### src/rtl/hsv2rgb_pkg.sv
// Shared types, constants and term selection for the HSV to RGB pixel converter.
package hsv2rgb_pkg;

  // Output channel width; full scale is 2^CHANNEL_BITS - 1.
  localparam int unsigned CHANNEL_BITS = 8;
  localparam logic [CHANNEL_BITS-1:0] CHAN_MAX = {CHANNEL_BITS{1'b1}};

  localparam int unsigned HUE_BITS  = 16;
  localparam int unsigned FIX_BITS  = 17;
  localparam int unsigned FRAC_BITS = 12;

  // Hue in 1/64 degree: one 60 degree sector and the full circle.
  localparam int unsigned HUE_SECTOR = 3840;
  localparam int unsigned HUE_FULL   = 6 * HUE_SECTOR;

  // 1.0 times one sector, the scale of the bracketed term (1 - s*k/3840).
  localparam logic [27:0] FULL_SCALE = 28'd251658240;

  localparam int unsigned SK_BITS   = FIX_BITS + FRAC_BITS;
  localparam int unsigned TERM_BITS = 30;
  localparam int unsigned PROD_BITS = TERM_BITS + FIX_BITS + 1;

  // 1.0 on the product scale is 2^32 * 3840 = 15 * 2^40.
  localparam int unsigned POS_BITS   = 44;
  localparam int unsigned DIV_SHIFT  = 40;
  localparam logic signed [PROD_BITS-1:0] ONE_PROD = PROD_BITS'(64'd15) << DIV_SHIFT;

  // Rounding sum x*MAX + 1.0/2 and the quotient by 15 through a reciprocal.
  localparam int unsigned SUM_BITS   = POS_BITS + CHANNEL_BITS;
  localparam logic [SUM_BITS-1:0] HALF_PROD = SUM_BITS'(64'd15) << (DIV_SHIFT - 1);
  localparam int unsigned QUO_BITS   = CHANNEL_BITS + 4;
  localparam int unsigned RECIP_SHIFT = CHANNEL_BITS + 8;
  localparam int unsigned RECIP_BITS = CHANNEL_BITS + 5;
  localparam logic [RECIP_BITS-1:0] RECIP_MUL =
      RECIP_BITS'(((64'd1 << RECIP_SHIFT) + 64'd14) / 64'd15);

  // Queue between front and back; the depth must be a power of two.
  localparam int unsigned QUEUE_DEPTH = 4;
  localparam int unsigned QPTR_BITS   = $clog2(QUEUE_DEPTH);

  typedef logic [CHANNEL_BITS-1:0] chan_t;

  // Which of v, t, p or q a channel takes.
  typedef enum logic [1:0] {
    TERM_V,
    TERM_T,
    TERM_P,
    TERM_Q
  } term_e;

  typedef struct packed {
    logic [HUE_BITS-1:0] hue;
    logic [FIX_BITS-1:0] saturation;
    logic [FIX_BITS-1:0] brightness;
  } in_word_t;

  typedef struct packed {
    chan_t red;
    chan_t green;
    chan_t blue;
  } out_word_t;

  // Classified word: each channel is v * (1.0 - s * k / 3840); index 0 is red.
  typedef struct packed {
    logic [FIX_BITS-1:0]                saturation;
    logic [FIX_BITS-1:0]                brightness;
    logic [2:0][FRAC_BITS-1:0]          k;
  } cmd_t;

  // Multiplier k of s for a term, given the fraction and its complement.
  function automatic logic [FRAC_BITS-1:0] term_k(
    input term_e               term,
    input logic [FRAC_BITS-1:0] frac,
    input logic [FRAC_BITS-1:0] rest
  );
    logic [FRAC_BITS-1:0] k;
    unique case (term)
      TERM_V:  k = '0;
      TERM_T:  k = rest;
      TERM_P:  k = FRAC_BITS'(HUE_SECTOR);
      TERM_Q:  k = frac;
      default: k = '0;
    endcase
    return k;
  endfunction

endpackage

### src/rtl/hsv2rgb_queue.sv
// Small queue of classified words between the front end and the arithmetic back end.
module hsv2rgb_queue (
  input  logic              clk_i,
  input  logic              rst_ni,
  input  logic              push_i,
  output logic              push_ready_o,
  input  hsv2rgb_pkg::cmd_t push_cmd_i,
  input  logic              pop_i,
  output logic              pop_valid_o,
  output hsv2rgb_pkg::cmd_t pop_cmd_o
);
  import hsv2rgb_pkg::*;

  cmd_t                 mem_q [QUEUE_DEPTH];
  logic [QPTR_BITS-1:0] wr_q, wr_d, rd_q, rd_d;
  logic [QPTR_BITS:0]   count_q, count_d;
  logic                 do_push, do_pop;

  assign push_ready_o = (count_q != (QPTR_BITS+1)'(QUEUE_DEPTH));
  assign pop_valid_o  = (count_q != '0);
  assign do_push      = push_i && push_ready_o;
  assign do_pop       = pop_i && pop_valid_o;
  assign pop_cmd_o    = mem_q[rd_q];

  always_comb begin
    wr_d    = do_push ? wr_q + 1'b1 : wr_q;
    rd_d    = do_pop ? rd_q + 1'b1 : rd_q;
    count_d = count_q;
    if (do_push && !do_pop) begin
      count_d = count_q + 1'b1;
    end else if (do_pop && !do_push) begin
      count_d = count_q - 1'b1;
    end
  end

  always_ff @(posedge clk_i or negedge rst_ni) begin
    if (!rst_ni) begin
      wr_q    <= '0;
      rd_q    <= '0;
      count_q <= '0;
    end else begin
      wr_q    <= wr_d;
      rd_q    <= rd_d;
      count_q <= count_d;
    end
  end

  always_ff @(posedge clk_i) begin
    if (do_push) begin
      mem_q[wr_q] <= push_cmd_i;
    end
  end

  a_count_bound: assert property (@(posedge clk_i) disable iff (!rst_ni)
    count_q <= (QPTR_BITS+1)'(QUEUE_DEPTH))
    else $error("queue count exceeds its depth");

  a_pop_nonempty: assert property (@(posedge clk_i) disable iff (!rst_ni)
    pop_i |-> (count_q != '0))
    else $error("back end pops an empty queue");

  a_push_grows: assert property (@(posedge clk_i) disable iff (!rst_ni)
    (do_push && !do_pop) |=> (count_q == $past(count_q) + 1'b1))
    else $error("queue count did not grow on a push");

endmodule

### config.mk
export PLATFORM = sky130hd
export DESIGN_NAME = hsv2rgb_queue
export DESIGN_NICKNAME = d
export VERILOG_FILES = /design/src/rtl/hsv2rgb_pkg.sv /design/src/rtl/hsv2rgb_queue.sv
export SDC_FILE = /design/constraint.sdc
export NUM_CORES = 1
export LEC_CHECK = 0
export ABC_AREA = 1
export BUFFER_PORTS_ARGS = -buffer_cell sky130_fd_sc_hd__buf_4
export CAP_MARGIN = 30
export CORE_MARGIN = 4
export CORE_UTILIZATION = 55
export DETAILED_ROUTE_END_ITERATION = 8
export PLACE_DENSITY = 0.78
export SYNTH_ARGS = -nofsm -noshare
export SYNTH_HDL_FRONTEND = slang
export SYNTH_SLANG_ARGS = --single-unit
### constraint.sdc
create_clock -name clk_i -period 5 [get_ports clk_i]
set_input_delay 0.25 -clock clk_i [delete_from_list [all_inputs] [get_ports clk_i]]
set_output_delay 0.25 -clock clk_i [all_outputs]
set_load 0.005 [all_outputs]
==> impl_metrics.json <==
{
  "die_area_sq_mm": 0.0239,
  "crit_chain": "inv_8, buf_4, nand2_1, o211ai_1, nand2_1, buf_4",
  "grt_pass1_wl_mm": 36.7,
  "row_count": 53,
  "synth_top_area_share_pct": 71.0,
  "start_util_pct": 56.1,
  "yosys_register_bits": 287,
  "drc": 0,
  "critPathArrivalTime_ns": 2.83,
  "power.leakage_uw": 0.00606,
  "regToRegStartpoint": "count_q[0]",
  "hold_path_class": "in2async",
  "yosys_most_used_dff": "edfxtp_1",
  "die_w_um": 155,
  "numCtsBuffers": 28,
  "ys_seq_area_share_pct": 72.5,
  "rr_endpoint": "mem_q[1][45]",
  "cts_setup_buffers": 0,
  "hold_viol_final": 0,
  "fmax_ghz": 0.324,
  "peakVddDrop_uv": 398,
  "clock_sinks": 287,
  "drive_above_1_share_pct": 25.2,
  "synth.area.top_cells": "edfxtp_1, o211ai_2, nand2_1",
  "yosysMostFrequentCell": "edfxtp_1",
  "core_area_sq_mm": 0.0211,
  "clkLatencyLatePin_ns": 0.53,
  "fin_tns_setup_ns": 0,
  "fill_cells": 1399,
  "skew_ns": 0.0157,
  "slew_viol_final": 0,
  "async_flop_share_pct": 2.44,
  "syn_avg_cell_area_sq_um": 13.5,
  "setup_viol": 0,
  "final_cells": 1387,
  "slowest_stage": "inv_8",
  "finalCriticalPeriod_ns": 3.08,
  "crit_required_ns": 4.75,
  "power_density_mw_per_mm2": 566,
  "vias": 7082,
  "path_max_fanout": 161,
  "yosys.area.top_type": "edfxtp_1",
  "drv_cap": 0,
  "ys_top_cells_by_count": "edfxtp_1, nand2_1, inv_1",
  "syn_to_final_growth_pct": 25.2,
  "synth_edf_count": 280,
  "routed_wl_mm": 23.2,
  "io_pins": 146,
  "n_antenna_cell": 0,
  "fin_nets": 1170,
  "cts_tree": "built",
  "finalInstanceArea_sq_mm": 0.0148,
  "die_h_um": 155,
  "clk_root_buffer_cell": "clkbuf_16",
  "htreeDepth": 1,
  "clock_path_buffers": 3,
  "multi_input_area_sq_mm": 0.00243,
  "r2r_setup_slack_ns": 2.54,
  "cp-start-kind": "register",
  "slowest_delay_ns": 0.65,
  "grt_pass1_vias": 7156,
  "path_buf_inv": 3,
  "dp.cells": 1262,
  "reg2regPathDepth": 5,
  "p_total_uw": 8390,
  "syn-num-nets": 956,
  "cts_resized": 0,
  "port-buffer-count": 145,
  "slew_headroom_pct": 35.5,
  "yosysUniqueCellTypes": 19,
  "critPathCapture": "pop_cmd_o[8]",
  "critical-path-top-delay-family": "buffers and inverters",
  "dp_hpwl_mm": 12.9,
  "status": "complete, no violations",
  "synth_cells": 876,
  "grt_max_degree": 162,
  "crit_path_end_kind": "output port",
  "crit_cells": 6,
  "yosysWarnings": 0,
  "drt_iter0_drc": 346,
  "syn_area_sq_mm": 0.0118,
  "clk_pin_slew_ns": 0.06,
  "grt_use_total_pct": 19.3,
  "max_slew.worst_pin.slew_ns": 0.967,
  "gp_congestion": 0.704,
  "postRouteAntennaNets": 0,
  "antenna_found_initial": 0,
  "dpl_cell_area_sq_mm": 0.0132,
  "rsz0062_at_grt": "no",
  "cp-startpoint": "rd_q[0]",
  "overflow": 0,
  "avgRoutedWirePerCell_um": 16.7,
  "drt-pass1-iter-count": 4,
  "whs_ns": 0.0795,
  "finalCritPeriodShare_pct": 61.7,
  "register_area_sq_mm": 0.00858,
  "routed_via_density": 5.11,
  "path_class": "reg2out"
}
-- per-stage QoR --
stage	worst slack (ns)	util (%)
floorplan	0.799	-
global placement	2.50	62.3
detailed placement	2.51	62.4
CTS	1.96	70.3
global route	1.75	70.3
finish	1.92	70.3
-- worst min-delay path by stage --
stage | slack (ns) | from | cells past startpoint | endpoint
2_1_floorplan | -0.05 | rst_ni | 0 | count_q[0]
3_3_place_gp | 0.07 | rst_ni | 1 | rd_q[1]
3_5_place_dp | 0.07 | rst_ni | 1 | rd_q[0]
4_1_cts | 0.07 | rst_ni | 2 | wr_q[1]
5_1_grt | 0.08 | rst_ni | 2 | wr_q[1]
6_report | 0.08 | rst_ni | 2 | wr_q[0]
-- final cells by class --
class                   instances  area share (%)
inverters                     156            4.02
flip-flops and latches        287            57.9
repair buffers                230            13.0
multi-input cells             387            16.4
well taps                     275            2.32
clock buffers                  33            5.00
clock inverters                19            1.30
-- cell families (layout without fill, tap and decap cells) --
group / count (synthesis) / count (layout) / synth area share [%]
fa+ha+maj: 6 / 6 / 0.697
compound gates: 141 / 141 / 11.8
simple gates: 239 / 239 / 7.67
buf+inv: 202 / 438 / 7.23
flops: 287 / 287 / 72.5
xor+xnor: 1 / 1 / 0.0740
-- report_power, final --
group | internal [uW] | leakage (uW) | switching, uW | total (uW)
Combinational | 1200 | 0.00296 | 1780 | 2980
Sequential | 3170 | 0.00265 | 139 | 3310
Clock | 1260 | 0.000456 | 842 | 2100
Total | 5620 | 0.00606 | 2760 | 8390
-- worst reg2reg max path: stages, from the launching register on --
cell     delay, ns
dfrtp_1       0.42
inv_2         0.05
nand3_1       0.14
nand2_1       0.30
nor2_4        0.37
buf_4         0.78
-- layout by cell type (no fill, tap or decap) --
cell type / Yosys / routed
dfrtp_2: 0 / 1
o21ai_1: 1 / 1
clkinv_2: 0 / 7
nor2_4: 0 / 4
clkbuf_16: 0 / 29
o211ai_2: 69 / 69
inv_4: 0 / 1
fa_1: 1 / 1
nand2_1: 227 / 227
clkinvlp_4: 0 / 2
buf_12: 0 / 2
xnor2_1: 1 / 1
bufinv_16: 0 / 4
clkinv_1: 1 / 7
inv_1: 148 / 148
clkbuf_1: 25 / 4
nand4_1: 1 / 1
ha_1: 5 / 5
buf_4: 1 / 155
o211ai_1: 71 / 71
inv_8: 0 / 1
nand3_1: 7 / 7
dlygate4sd3_1: 0 / 73
edfxtp_1: 280 / 280
dfrtp_1: 7 / 6
inv_2: 7 / 5
-- layer usage --
metal / global-route usage [%] / vias up / wire length, um
met3: 3.02 / 38 / 1130
met5: 0 / - / 0
met1: 23.5 / 3408 / 9410
li1: - / 3470 / -
met2: 35.8 / 166 / 12100
met4: 4.92 / 0 / 490
-- sequential cells by signal, summed over array words and instances, names as in the netlist --
name,flops
mem_q,280
count_q,3
rd_q,2
wr_q,2
-- timing repair --
item,4_1_cts,5_1_grt
hold buffers,73,0
setup endpoints to repair,0,0
hold endpoints to repair,290,0
(Power assumes the default switching activity.)
