## config.mk

```make
export PLATFORM = sky130hd
export DESIGN_NAME = hsv2rgb_front
export DESIGN_NICKNAME = d
export VERILOG_FILES = /design/src/rtl/hsv2rgb_pkg.sv /design/src/rtl/hsv2rgb_front.sv
export SDC_FILE = /design/constraint.sdc
export NUM_CORES = 1
export LEC_CHECK = 0
export ABC_AREA = 1
export ABC_CLOCK_PERIOD_IN_PS = 5610
export BUFFER_PORTS_ARGS = -buffer_cell sky130_fd_sc_hd__buf_4
export CAP_MARGIN = 5
export CORE_MARGIN = 1
export CORE_UTILIZATION = 49
export DETAILED_ROUTE_END_ITERATION = 10
export HOLD_SLACK_MARGIN = 0.1
export PLACE_DENSITY = 0.79
export SYNTH_ARGS = -nofsm -noshare
export SYNTH_HDL_FRONTEND = slang
export SYNTH_SLANG_ARGS = --single-unit
export TNS_END_PERCENT = 30
```

## constraint.sdc

```tcl
create_clock -name clk_i -period 5.61 [get_ports clk_i]
set_input_delay 0.2805 -clock clk_i [delete_from_list [all_inputs] [get_ports clk_i]]
set_output_delay 0.2805 -clock clk_i [all_outputs]
set_load 0.02 [all_outputs]
```

## src/rtl/hsv2rgb_pkg.sv

```systemverilog
// Shared types, constants and term selection for the HSV to RGB pixel converter.
package hsv2rgb_pkg;

  // Output channel width; full scale is 2^CHANNEL_BITS - 1.
  localparam int unsigned CHANNEL_BITS = 8;
  localparam logic [CHANNEL_BITS-1:0] CHAN_MAX = {CHANNEL_BITS{1'b1}};

  localparam int unsigned HUE_BITS  = 16;
  localparam int unsigned FIX_BITS  = 17;
  localparam int unsigned FRAC_BITS = 12;

  // Hue in 1/64 degree: one 60 degree sector and the full circle.
  localparam int unsigned HUE_SECTOR = 3840;
  localparam int unsigned HUE_FULL   = 6 * HUE_SECTOR;

  // 1.0 times one sector, the scale of the bracketed term (1 - s*k/3840).
  localparam logic [27:0] FULL_SCALE = 28'd251658240;

  localparam int unsigned SK_BITS   = FIX_BITS + FRAC_BITS;
  localparam int unsigned TERM_BITS = 30;
  localparam int unsigned PROD_BITS = TERM_BITS + FIX_BITS + 1;

  // 1.0 on the product scale is 2^32 * 3840 = 15 * 2^40.
  localparam int unsigned POS_BITS   = 44;
  localparam int unsigned DIV_SHIFT  = 40;
  localparam logic signed [PROD_BITS-1:0] ONE_PROD = PROD_BITS'(64'd15) << DIV_SHIFT;

  // Rounding sum x*MAX + 1.0/2 and the quotient by 15 through a reciprocal.
  localparam int unsigned SUM_BITS   = POS_BITS + CHANNEL_BITS;
  localparam logic [SUM_BITS-1:0] HALF_PROD = SUM_BITS'(64'd15) << (DIV_SHIFT - 1);
  localparam int unsigned QUO_BITS   = CHANNEL_BITS + 4;
  localparam int unsigned RECIP_SHIFT = CHANNEL_BITS + 8;
  localparam int unsigned RECIP_BITS = CHANNEL_BITS + 5;
  localparam logic [RECIP_BITS-1:0] RECIP_MUL =
      RECIP_BITS'(((64'd1 << RECIP_SHIFT) + 64'd14) / 64'd15);

  // Queue between front and back; the depth must be a power of two.
  localparam int unsigned QUEUE_DEPTH = 4;
  localparam int unsigned QPTR_BITS   = $clog2(QUEUE_DEPTH);

  typedef logic [CHANNEL_BITS-1:0] chan_t;

  // Which of v, t, p or q a channel takes.
  typedef enum logic [1:0] {
    TERM_V,
    TERM_T,
    TERM_P,
    TERM_Q
  } term_e;

  typedef struct packed {
    logic [HUE_BITS-1:0] hue;
    logic [FIX_BITS-1:0] saturation;
    logic [FIX_BITS-1:0] brightness;
  } in_word_t;

  typedef struct packed {
    chan_t red;
    chan_t green;
    chan_t blue;
  } out_word_t;

  // Classified word: each channel is v * (1.0 - s * k / 3840); index 0 is red.
  typedef struct packed {
    logic [FIX_BITS-1:0]                saturation;
    logic [FIX_BITS-1:0]                brightness;
    logic [2:0][FRAC_BITS-1:0]          k;
  } cmd_t;

  // Multiplier k of s for a term, given the fraction and its complement.
  function automatic logic [FRAC_BITS-1:0] term_k(
    input term_e               term,
    input logic [FRAC_BITS-1:0] frac,
    input logic [FRAC_BITS-1:0] rest
  );
    logic [FRAC_BITS-1:0] k;
    unique case (term)
      TERM_V:  k = '0;
      TERM_T:  k = rest;
      TERM_P:  k = FRAC_BITS'(HUE_SECTOR);
      TERM_Q:  k = frac;
      default: k = '0;
    endcase
    return k;
  endfunction

endpackage

```

## src/rtl/hsv2rgb_front.sv

```systemverilog
// Front end: accepts pixels, splits the hue into sector and fraction, picks terms.
module hsv2rgb_front (
  input  logic                  clk_i,
  input  logic                  rst_ni,
  input  logic                  in_valid_i,
  output logic                  in_ready_o,
  input  hsv2rgb_pkg::in_word_t in_word_i,
  output logic                  cmd_valid_o,
  input  logic                  cmd_ready_i,
  output hsv2rgb_pkg::cmd_t     cmd_o
);
  import hsv2rgb_pkg::*;

  logic                 valid_q, valid_d;
  cmd_t                 cmd_q, cmd_d;
  logic [HUE_BITS-1:0]  hue_w, base;
  logic [2:0]           sector;
  logic [FRAC_BITS-1:0] frac, rest;
  term_e                t_red, t_green, t_blue;
  logic                 take;

  assign in_ready_o = !valid_q || cmd_ready_i;
  assign take       = in_valid_i && in_ready_o;

  always_comb begin
    hue_w = (in_word_i.hue >= HUE_BITS'(HUE_FULL)) ? '0 : in_word_i.hue;
    priority if (hue_w < HUE_BITS'(HUE_SECTOR)) begin
      sector = 3'd0;
      base   = '0;
    end else if (hue_w < HUE_BITS'(2 * HUE_SECTOR)) begin
      sector = 3'd1;
      base   = HUE_BITS'(HUE_SECTOR);
    end else if (hue_w < HUE_BITS'(3 * HUE_SECTOR)) begin
      sector = 3'd2;
      base   = HUE_BITS'(2 * HUE_SECTOR);
    end else if (hue_w < HUE_BITS'(4 * HUE_SECTOR)) begin
      sector = 3'd3;
      base   = HUE_BITS'(3 * HUE_SECTOR);
    end else if (hue_w < HUE_BITS'(5 * HUE_SECTOR)) begin
      sector = 3'd4;
      base   = HUE_BITS'(4 * HUE_SECTOR);
    end else begin
      sector = 3'd5;
      base   = HUE_BITS'(5 * HUE_SECTOR);
    end
    frac = FRAC_BITS'(hue_w - base);
    rest = FRAC_BITS'(HUE_SECTOR) - frac;

    unique case (sector)
      3'd0:    begin t_red = TERM_V; t_green = TERM_T; t_blue = TERM_P; end
      3'd1:    begin t_red = TERM_Q; t_green = TERM_V; t_blue = TERM_P; end
      3'd2:    begin t_red = TERM_P; t_green = TERM_V; t_blue = TERM_T; end
      3'd3:    begin t_red = TERM_P; t_green = TERM_Q; t_blue = TERM_V; end
      3'd4:    begin t_red = TERM_T; t_green = TERM_P; t_blue = TERM_V; end
      default: begin t_red = TERM_V; t_green = TERM_P; t_blue = TERM_Q; end
    endcase

    // Zero saturation needs no case of its own: every term reduces to v.
    cmd_d.saturation = in_word_i.saturation;
    cmd_d.brightness = in_word_i.brightness;
    cmd_d.k[0]       = term_k(t_red, frac, rest);
    cmd_d.k[1]       = term_k(t_green, frac, rest);
    cmd_d.k[2]       = term_k(t_blue, frac, rest);
  end

  always_comb begin
    valid_d = valid_q;
    if (take) begin
      valid_d = 1'b1;
    end else if (cmd_ready_i) begin
      valid_d = 1'b0;
    end
  end

  always_ff @(posedge clk_i or negedge rst_ni) begin
    if (!rst_ni) begin
      valid_q <= 1'b0;
    end else begin
      valid_q <= valid_d;
    end
  end

  always_ff @(posedge clk_i) begin
    if (take) begin
      cmd_q <= cmd_d;
    end
  end

  assign cmd_valid_o = valid_q;
  assign cmd_o       = cmd_q;

endmodule

```

==> results.txt <==
----------------------------------------------------
[Power and ir drop]
  Leakage power summed over all cells ... about 2.1 nW
  Largest vdd supply drop ... approximately 110 uV
  Power density relative to cell area ... approximately 270 nW/um^2
  Final Total Pwr ... 1.273 mW

[Final layout]
  Number of standard cells in the layout, taps in and fillers out ... a little over 500
  Diodes inserted ... 0
  Most used cells in the layout excluding fill and tap cells ... 126 x sky130_fd_sc_hd__buf_4, 70 x sky130_fd_sc_hd__edfxtp_1, 50 x sky130_fd_sc_hd__nand2_1, 36 x sky130_fd_sc_hd__inv_1, 24 x sky130_fd_sc_hd__nand3_1
  Layout overhead on the synthesized area ... 35.64%
  Final core utilization ... slightly below 70%
  Share of layout cells above drive strength 1 ... between 40% and 50%
  Number of nets in the layout ... 491
  Most frequent standard cell in the layout excluding fill and tap cells ... sky130_fd_sc_hd__buf_4

[Global routing]
  Wire length of the first global-routing pass ... 13050 um
  Total track usage ... a little under a quarter
  Vias in the first global route ... 2636
  Largest net degree at the start of global routing ... 37
  Residual overflow from global routing ... 0
  Antenna violations before repair ... 0

[STA]
  Min cycle time layout ... roughly 3.1 ns
  Finish-stage setup viols ... 0
  Count of endpoints failing hold in the final timing report ... 0
  Max-slew violation total from the final report ... 0
  Rel. slew slack ... between 30% and 40%
  Unrepaired setup endpoints after global routing ... false
  Maximum clock frequency ... 317.6 MHz
  Worst-Margin Slew ... ~1.0 ns
  Share of the clock period used by the worst path ... 56.12%
  Final hold slack ... between 0.1 and 0.15 ns
  Setup Skew ... between 0.007 and 0.008 ns
  Total negative slack for setup checks ... 0 ns

[Worst setup path]
  Arrival time of data at the critical path endpoint ... around 3.2 ns
  Setup slack on the worst flop-to-flop path ... approximately 3.5 ns
  Worst R2R Path Depth ... 2
  Critical path startpoint category ... primary input
  Cells traversed along the worst timing path ... buf_4, a21oi_4, nand3_2, nor2_4, nand2_1, nand2_2, inv_1, a21oi_1, ha_1, fa_1, nor2_1, nand2_1, a21oi_1, nand2_1, nand3_1, nand2_1
  Cell with the largest stage delay on the worst path ... sky130_fd_sc_hd__fa_1
  Setup crit start ... in_word_i[47]
  Maximum fanout count along the critical path ... 14
  Worst reg2reg path endpoint ... cmd_o[26]
  Slowest cell delay on critical path ... between 0.4 and 0.5 ns
  Launch instance of the worst register-to-register path ... cmd_valid_o
  CP required ... around 5.7 ns
  CP most frequent cell ... sky130_fd_sc_hd__nand2_1
  Setup CP Type ... primary input to flop
  Critical Path End Type ... flop

[Worst hold path]
  Min-delay worst type ... primary input to flop
  Hold-critical path endpoint ... cmd_o[44]
  Hold Startpoint ... in_word_i[8]
  Worst hold stages ... 1

[Logic synthesis]
  Area fraction in compound gates after synthesis ... 10.67%
  FFs w/ async S/R, synth ... ~1.4%
  Area of the mapped netlist ... roughly 3400 sq um
  Synthesized netlist cell count ... ~300
  Average instance area after synthesis ... 11.60 sq um
  Main combinational cell family by area after synthesis ... simple AND/OR/NAND/NOR gates
  Synth Area in XOR/XNOR ... 1.279%
  Fraction of the mapped netlist area in simple logic gates ... between 10% and 20%
  Share of synthesized cell area in full adder, half adder and majority cells ... a little over 2%
  Synth warn ... 0
  Total nets after synthesis ... 354
  Post-synthesis mux area share ... 0%
  Post-synth EDFFs ... 70
  Number of unique standard cell types used by synthesis ... 37
  Number of synthesized register bits ... about 70
  Top flip-flop cell by instance count after synthesis ... sky130_fd_sc_hd__edfxtp_1
  Portion of the post-synthesis area used by sequential elements ... about 62%

[CTS]
  # H-tree levels ... 3
  Insertion delay of the later-clocked pin in the worst-skew pair ... between 0.3 and 0.4 ns
  Number of buffers on the longest clock path ... 2
  Number of clock sinks seen by CTS ... approximately 70
  Number of gates resized after CTS ... 0
  Number of hold-repair buffers added at the cts stage ... 1
  Setup fix buffers added after clock tree synthesis ... 0
  TritonCTS clock tree ... yes
  Num CTS Buffers ... 9
  CTS clk-pin slew, worst paths ... 0.07 ns
  Clock root buffer master ... sky130_fd_sc_hd__clkbuf_8

[Routing]
  Remaining antenna violation count after routing ... 0
  Number of iterations in the first detailed-routing pass ... 7
  Avg Vias per Cell ... ~5.3
  Routed WL per cell ... about 16 um
  Via count of the routed design ... 2731
  Wirelength, routed ... 8247 um
  DRC violations left ... 2
  1st-iter DRT viols ... 234

[Floorplanning]
  Starting density of the core ... slightly above 50%
  Horizontal die dimension ... between 80 and 90 um
  I/O pin count ... between 100 and 150
  Std-Cell Rows ... 30
  Die area ... 7325 sq um
  Die boundary height ... 85.59 um
  Floorplan core area ... between 6000 and 7000 sq um

[Outcome]
  Run status ... finished, violations left
  Violations in the final reports ... design-rule violations

[Place]
  IO buf count ... 125
  Placed instance count ... 500
  Final weighted congestion in routability-driven placement ... roughly 0.94
  HPWL after DPL ... roughly 6400 um

[Job]
  Number of maximum-capacitance violations ... 0

----------------------------------------------------
cells by family after synthesis:
family	after synthesis
AOI/OAI and AO/OA	52
DFF	71
xor gates and xnor gates	5
buffers and inverters	48
adders and majority gates	5
and+or+nand+nor	114
power by group:
group          internal [mW]  switching, mW
Combinational          0.117          0.191
Clock                  0.158          0.167
Sequential             0.631        0.00948
Total                  0.906          0.368
cell usage after synthesis (all sizes together), types with 2 or more instances:
master	count	share of area (%)
a21oi	15	3.0
a31oi	2	0.37
edfxtp	70	61
ha	4	1.5
inv	47	5.4
nand2	65	9.2
nand3	29	5.2
nand3b	2	0.44
nand4	4	0.73
nor2	14	2.7
o211ai	4	1.0
o21ai	12	2.2
o22ai	17	3.3
xor2	4	1.0
worst max-delay path by stage:
| stage | to | slack (ns) | cells after the start |
|---|---|---|---|
| finish | cmd_o[23] | 2.46 | 16 |
| CTS | cmd_o[23] | 2.51 | 16 |
| global route | cmd_o[23] | 2.09 | 16 |
| global placement | cmd_o[23] | 2.29 | 16 |
| floorplan | cmd_o[0] | 1.18 | 1 |
| detailed placement | cmd_o[23] | 2.17 | 16 |
registers in the layout, summed over array words and instances, names as in the netlist:
name,cells
cmd_valid_o,1
cmd_o,70
stage by stage:
step / setup slack [ns] / cell area, sq um
global placement: 2.295 / 4476
detailed placement: 2.167 / 4476
CTS: 2.511 / 4643
global route: 2.095 / 4643
floorplan: 1.179 / 3423
finish: 2.462 / 4643
per-layer routing:
metal,vias to the layer above,track usage (%),wire length (um)
met4,0,8.182,78
li1,1314,-,-
met1,1278,28.80,3204
met2,130,40.36,4210
met3,9,6.064,753
met5,-,0,0
critical path: cells and delay by family:
family | cells | cell delay (ns)
and+or+nand+nor | 9 | 1.25
adders and majority gates | 2 | 0.69
AOI/OAI and AO/OA | 3 | 0.62
buffers and inverters | 2 | 0.37
area by class of cell:
class	count	area [sq um]
Clock buffer	12	135.1
Clock inverter	4	22.52
Fill cell	500	2113
Inverter	47	186.4
Multi-Input combinational cell	176	1116
Sequential cell	71	2127
Tap cell	80	100.1
Timing Repair Buffer	127	955.9
No activity file was read; power rests on OpenSTA's default activity.
